--- src/rtl/core/rmf_pkg.sv ---
`default_nettype none
// ----------------------------------------------------------------------------
// RGB median filter package
// Shared widths, register indexes, control types and the window size function.
// ----------------------------------------------------------------------------
package rmf_pkg;

   localparam int MAX_WIDTH_DEF  = 1024;
   localparam int MAX_RADIUS_DEF = 3;

   localparam int WIDTH_W   = 11;
   localparam int HEIGHT_W  = 13;
   localparam int RAD_W     = 2;
   localparam int PIX_W     = 8;
   localparam int RGB_W     = 3 * PIX_W;
   localparam int CNT_W     = 24;
   localparam int ROW_W     = 13;
   localparam int OFS_W     = 4;
   localparam int WINCNT_W  = 8;
   localparam int PADDR_W   = 4;
   localparam int PDATA_W   = 32;

   typedef enum logic [1:0] {
      REG_WIDTH  = 2'd0,
      REG_HEIGHT = 2'd1,
      REG_RADIUS = 2'd2
   } reg_index_type;

   // Control group from the sequencer to each selection unit.
   typedef struct packed {
      logic load;
      logic init;
      logic step;
   } sel_ctrl_type;

   // Number of pixels in a square window of the given radius.
   function automatic logic [WINCNT_W-1:0] win_count(input logic [RAD_W-1:0] sz);
      logic [WINCNT_W-1:0] side;
      begin
         side = WINCNT_W'(2 * sz + 1);
         return WINCNT_W'(side * side);
      end
   endfunction

endpackage
`default_nettype wire

--- src/rtl/core/rmf_median_select.sv ---
`default_nettype none
// ----------------------------------------------------------------------------
// Median selection
// Bit-serial radix selection of one rank over the window of one channel.
// ----------------------------------------------------------------------------
module rmf_median_select #(
   parameter int WIN = 49
) (
   input  wire logic                             clock,
   input  wire logic                             reset,
   input  wire rmf_pkg::sel_ctrl_type            ctrl,
   input  wire logic [$clog2(WIN)-1:0]           load_idx,
   input  wire logic [rmf_pkg::PIX_W-1:0]        load_val,
   input  wire logic [rmf_pkg::WINCNT_W-1:0]     win_n,
   input  wire logic [rmf_pkg::WINCNT_W-1:0]     rank,
   output logic      [rmf_pkg::PIX_W-1:0]        result
);
   import rmf_pkg::*;

   logic [PIX_W-1:0]    win_ff [WIN];
   logic [WIN-1:0]      active_ff;
   logic [WINCNT_W-1:0] rank_ff;
   logic [PIX_W-1:0]    res_ff;
   logic [WINCNT_W-1:0] zeros;
   logic                take_one;

   // Count the live candidates whose current top bit is clear.
   always_comb begin
      zeros = '0;
      for (int i = 0; i < WIN; i++) begin
         zeros = zeros + WINCNT_W'(active_ff[i] & ~win_ff[i][PIX_W-1]);
      end
      take_one = (rank_ff >= zeros);
   end

   always_ff @(posedge clock) begin
      if (reset) begin
         active_ff <= '0;
      end else if (ctrl.init) begin
         for (int i = 0; i < WIN; i++) begin
            active_ff[i] <= (WINCNT_W'(i) < win_n);
         end
      end else if (ctrl.step) begin
         for (int i = 0; i < WIN; i++) begin
            active_ff[i] <= active_ff[i] & (win_ff[i][PIX_W-1] == take_one);
         end
      end
   end

   always_ff @(posedge clock) begin
      if (ctrl.load) begin
         win_ff[load_idx] <= load_val;
      end else if (ctrl.step) begin
         for (int i = 0; i < WIN; i++) begin
            win_ff[i] <= {win_ff[i][PIX_W-2:0], 1'b0};
         end
      end
      if (ctrl.init) begin
         rank_ff <= rank;
      end else if (ctrl.step) begin
         if (take_one) begin
            rank_ff <= rank_ff - zeros;
         end
         res_ff <= {res_ff[PIX_W-2:0], take_one};
      end
   end

   assign result = res_ff;

`ifndef ASSERT_OFF
   a_rank_live: assert property (@(posedge clock) disable iff (reset)
      ctrl.step |-> ($countones(active_ff) > rank_ff))
      else $error("selection rank lies beyond the live candidates");

   a_shrink: assert property (@(posedge clock) disable iff (reset)
      ctrl.step |=> ($countones(active_ff) <= $past($countones(active_ff))))
      else $error("candidate set grew during selection");

   a_exclusive: assert property (@(posedge clock) disable iff (reset)
      ctrl.init |-> (!ctrl.step && !ctrl.load))
      else $error("selection started while the window was still changing");
`endif
endmodule
`default_nettype wire

--- config.mk ---
export PLATFORM = sky130hd
export DESIGN_NAME = rmf_median_select
export DESIGN_NICKNAME = d
export VERILOG_FILES = /design/src/rtl/core/rmf_pkg.sv /design/src/rtl/core/rmf_median_select.sv
export SDC_FILE = /design/constraint.sdc
export NUM_CORES = 1
export LEC_CHECK = 0
export BUFFER_PORTS_ARGS = -buffer_cell sky130_fd_sc_hd__buf_2
export CAP_MARGIN = 30
export CORE_MARGIN = 2
export CORE_UTILIZATION = 39
export CTS_BUF_LIST = sky130_fd_sc_hd__clkbuf_8
export DETAILED_ROUTE_END_ITERATION = 7
export PLACE_DENSITY = 0.66
export SYNTH_ARGS = -nofsm -noshare
export SYNTH_HDL_FRONTEND = slang
export SYNTH_SLANG_ARGS = --single-unit
--- constraint.sdc ---
create_clock -name clock -period 8.44 [get_ports clock]
set_input_delay 2.11 -clock clock [delete_from_list [all_inputs] [get_ports clock]]
set_output_delay 2.11 -clock clock [all_outputs]
set_load 0.005 [all_outputs]
==> impl_results.html <==
<table>
<tr><th>Metric</th><th>Value</th></tr>
<tr><th colspan="2">CTS</th></tr>
<tr><td># clock sinks</td><td>457</td></tr>
<tr><td>Number of buffers inserted during clock tree synthesis</td><td>77</td></tr>
<tr><td>Cell at the root of the clock tree</td><td>sky130_fd_sc_hd__clkbuf_8</td></tr>
<tr><td>CTS hold repair buffers</td><td>0</td></tr>
<tr><td>Number of buffers on the longest clock path</td><td>3</td></tr>
<tr><td>Clock insertion delay at the later pin of the skew report</td><td>0.63 ns</td></tr>
<tr><td>CTS H-tree depth</td><td>3</td></tr>
<tr><td>CTS tree</td><td>yes</td></tr>
<tr><td>Number of buffers inserted by post-CTS setup repair</td><td>0</td></tr>
<tr><td>Clock slew at reported path FFs</td><td>0.06 ns</td></tr>
<tr><td>Quantity of gates resized following cts</td><td>0</td></tr>
<tr><th colspan="2">Worst setup path</th></tr>
<tr><td>Maximum net fanout on the critical path</td><td>54</td></tr>
<tr><td>Worst stage delay on the critical path</td><td>0.56 ns</td></tr>
<tr><td>Type of element capturing the critical path</td><td>flop</td></tr>
<tr><td>Critical path startpoint category</td><td>flop</td></tr>
<tr><td>Arr. time, crit path</td><td>8.15 ns</td></tr>
<tr><td>Data required time at the worst endpoint</td><td>8.95 ns</td></tr>
<tr><td>Cell with the largest stage delay on the worst path</td><td>sky130_fd_sc_hd__fa_1</td></tr>
<tr><td>Most repeated library cell on the critical path</td><td>sky130_fd_sc_hd__fa_1</td></tr>
<tr><td>Worst Setup Path Type</td><td>reg -&gt; reg</td></tr>
<tr><th colspan="2">GRT</th></tr>
<tr><td>Overall fraction of global-route tracks in use</td><td>17.9%</td></tr>
<tr><td>Via count of the first global-routing pass</td><td>13,916</td></tr>
<tr><td>Global-route wire length before repair</td><td>79.9 mm</td></tr>
<tr><td>Number of antenna violations at the first check in global routing</td><td>5</td></tr>
<tr><td>Total gr overflow</td><td>0</td></tr>
<tr><td>Largest net degree at the start of global routing</td><td>100</td></tr>
<tr><th colspan="2">Power</th></tr>
<tr><td>Leakage power summed over all cells</td><td>8.41 nW</td></tr>
<tr><td>Final Power</td><td>9.05 mW</td></tr>
<tr><td>Pwr/cell area</td><td>383 mW/mm²</td></tr>
<tr><td>Worst IR drop on VDD</td><td>0.783 mV</td></tr>
<tr><th colspan="2">Die</th></tr>
<tr><td>I/O pin count</td><td>43</td></tr>
<tr><td>Cell row count</td><td>85</td></tr>
<tr><td>CORE AREA</td><td>0.0539 mm²</td></tr>
<tr><td>Full die area</td><td>0.0565 mm²</td></tr>
<tr><td>Floorplan die height</td><td>238 µm</td></tr>
<tr><td>Initial standard-cell utilization of the core</td><td>39.5%</td></tr>
<tr><td>Die boundary width</td><td>238 µm</td></tr>
<tr><th colspan="2">Drt</th></tr>
<tr><td>Final WL</td><td>50.9 mm</td></tr>
<tr><td>Vias post-DR</td><td>14,069</td></tr>
<tr><td>Antenna-violating nets left</td><td>0</td></tr>
<tr><td>Number of DRC violations after detailed-routing iteration 0</td><td>1,294</td></tr>
<tr><td>Wire length per cell after detailed routing</td><td>21.0 µm</td></tr>
<tr><td>Post-detailed-route DRC marker count</td><td>0</td></tr>
<tr><td>Number of detailed-routing iterations run before antenna repair</td><td>6</td></tr>
<tr><td>Via density</td><td>5.80</td></tr>
<tr><th colspan="2">Logic synthesis</th></tr>
<tr><td>Number of distinct library cells after synthesis</td><td>65</td></tr>
<tr><td>Mean post-synth cell area</td><td>13.0 µm²</td></tr>
<tr><td>Number of storage elements in the synthesis netlist</td><td>457</td></tr>
<tr><td>Yosys warns</td><td>0</td></tr>
<tr><td>Commonest register cell after synthesis</td><td>sky130_fd_sc_hd__edfxtp_1</td></tr>
<tr><td>Post-synth EDFFs</td><td>359</td></tr>
<tr><td>Async S/R FF share, synth</td><td>0%</td></tr>
<tr><td>Net count after synthesis</td><td>1,733</td></tr>
<tr><td>Cells after Synth</td><td>1,642</td></tr>
<tr><td>Post-synthesis instance area</td><td>0.0213 mm²</td></tr>
<tr><td>Sequential share of the synthesized area</td><td>59.8%</td></tr>
<tr><th colspan="2">STA</th></tr>
<tr><td>Setup repair after global routing missed its margin</td><td>no</td></tr>
<tr><td>Final clock period utilization by the worst path</td><td>90.5%</td></tr>
<tr><td>Total count of hold-check failures in the final report</td><td>0</td></tr>
<tr><td>Final critical delay including setup and external delays</td><td>7.64 ns</td></tr>
<tr><td>Maximum clock frequency</td><td>0.131 GHz</td></tr>
<tr><td>Final max-slew violation count</td><td>0</td></tr>
<tr><td>Number of setup violations in the final report</td><td>0</td></tr>
<tr><td>Slew @ Worst Pin</td><td>1.04 ns</td></tr>
<tr><td>Final Skew</td><td>0.0219 ns</td></tr>
<tr><td>Tightest slew margin relative to the limit</td><td>30.0%</td></tr>
<tr><td>Aggregate negative setup slack</td><td>0 ns</td></tr>
<tr><th colspan="2">Placed design</th></tr>
<tr><td>Final HPWL DP</td><td>30.1 mm</td></tr>
<tr><td>Global placer's final weighted congestion</td><td>0.894</td></tr>
<tr><td>Area after DPL</td><td>0.0220 mm²</td></tr>
<tr><td>IO Port Bufs</td><td>42</td></tr>
<tr><th colspan="2">Final layout</th></tr>
<tr><td>Area growth, synth to finish</td><td>10.8%</td></tr>
<tr><td>Post-route cell area</td><td>0.0236 mm²</td></tr>
<tr><td>Number of nets in the finished design</td><td>1,753</td></tr>
<tr><td>Most common library cell in the layout ignoring fill and taps</td><td>sky130_fd_sc_hd__edfxtp_1</td></tr>
<tr><td>Most used cells in the layout excluding fill and tap cells</td><td>sky130_fd_sc_hd__edfxtp_1, sky130_fd_sc_hd__a22o_1, sky130_fd_sc_hd__dfxtp_1</td></tr>
<tr><td>Share of layout cells above drive strength 1</td><td>14.2%</td></tr>
<tr><th colspan="2">Flow run</th></tr>
<tr><td>Max Cap Viol</td><td>0</td></tr>
<tr><th colspan="2">Status</th></tr>
<tr><td>Status</td><td>completed</td></tr>
<tr><th colspan="2">Worst hold path</th></tr>
<tr><td>Hold WC Path Type</td><td>reg -&gt; reg</td></tr>
</table>
## cell families (layout without fill, tap and decap cells)
group / after synthesis / count (layout) / share of synthesized area, %
DFF: 457 / 457 / 59.8
muxes: 47 / 47 / 2.21
AOI/OAI and AO/OA: 526 / 526 / 19.6
adders and majority gates: 56 / 56 / 4.74
and+or+nand+nor: 306 / 306 / 7.52
buffers and inverters: 200 / 285 / 4.02
xor gates and xnor gates: 50 / 50 / 2.06
other: 0 / 2 / 0
## worst max-delay path: cells and delay by family, from the launching register on
family / cells / cell delay (ns)
AOI/OAI and AO/OA: 5 / 1.00
xor gates and xnor gates: 1 / 0.19
adders and majority gates: 10 / 4.59
buffers and inverters: 6 / 0.68
DFF: 1 / 0.39
and+or+nand+nor: 3 / 0.65
## power breakdown
group | leakage [nW] | internal [mW] | switching (mW) | total [mW]
clock network | 0.910 | 1.01 | 0.899 | 1.91
registers | 4.29 | 2.66 | 0.0740 | 2.73
logic | 3.21 | 1.93 | 2.47 | 4.40
total | 8.41 | 5.60 | 3.45 | 9.05
## flip-flops by register name (all words and copies together) (netlist names)
register,flops
active_ff,49
rank_ff,8
result,8
win_ff,392
## final timing paths
path / slack, ns / endpoint / start / cells after the start
worst max-delay path: 0.80 / active_ff[48]$_SDFFE_PP0P_ / win_ff[17][7]$_DFFE_PP_ / 25
worst min-delay path: 0.45 / result[2]$_DFFE_PP_ / result[1]$_DFFE_PP_ / 0
worst max register to register: 0.80 / active_ff[48]$_SDFFE_PP0P_ / win_ff[17][7]$_DFFE_PP_ / 25
worst min register to register: 0.45 / result[2]$_DFFE_PP_ / result[1]$_DFFE_PP_ / 0
## synthesized netlist by cell type, drive strengths merged, types with 3 or more instances
| cell type | count | area share [%] |
|---|---|---|
| o31ai | 3 | 0.11 |
| nand2 | 67 | 1.2 |
| nor3b | 5 | 0.18 |
| a221oi | 7 | 0.29 |
| nor2b | 28 | 0.82 |
| nand3b | 3 | 0.11 |
| mux2i | 46 | 2.2 |
| or3b | 3 | 0.12 |
| dfxtp | 98 | 9.2 |
| o32ai | 18 | 0.74 |
| o21a | 3 | 0.11 |
| a21oi | 30 | 0.74 |
| a31oi | 4 | 0.19 |
| ha | 15 | 0.88 |
| nor2 | 134 | 3.0 |
| inv | 58 | 1.0 |
| xnor2 | 47 | 1.9 |
| clkbuf | 98 | 1.7 |
| o21ai | 61 | 1.4 |
| nand3 | 8 | 0.21 |
| a21o | 4 | 0.14 |
| a211oi | 6 | 0.21 |
| or2 | 5 | 0.15 |
| buf | 44 | 1.3 |
| fa | 41 | 3.9 |
| nand2b | 30 | 0.88 |
| nor4b | 3 | 0.15 |
| a22o | 343 | 14 |
| edfxtp | 359 | 51 |
| o22ai | 37 | 1.1 |
| xor2 | 3 | 0.12 |
## layout make-up
class	instances	area, µm²
clock buffer	88	1210
multi-input combinational	985	7720
sequential	457	12700
antenna	2	5.00
tap	696	871
inverter	58	218
fill	4831	30300
timing repair buffer	83	552
clock inverter	56	282
## metal layers
metal	track usage (%)	vias up	part of all wire [%]	routed length (µm)
li1	-	6334	-	-
met1	25.3	7138	46	23400
met2	27.3	480	44	22600
met3	3.97	111	6.8	3470
met4	6.21	6	2.7	1380
met5	0	-	0.065	33
## per-stage QoR
| step | instances | utilization (%) | hold WS (ns) | setup slack [ns] |
|---|---|---|---|---|
| global route | 2424 | 43.8 | 0.461 | 0.402 |
| floorplan | 1642 | - | 0.447 | 1.32 |
| global placement | 2257 | 40.6 | 0.429 | 0.943 |
| finish | 2425 | 43.8 | 0.451 | 0.804 |
| CTS | 2415 | 43.6 | 0.451 | 0.763 |
| detailed placement | 2271 | 40.8 | 0.431 | 0.790 |
No activity file was read; power rests on OpenSTA's default activity.
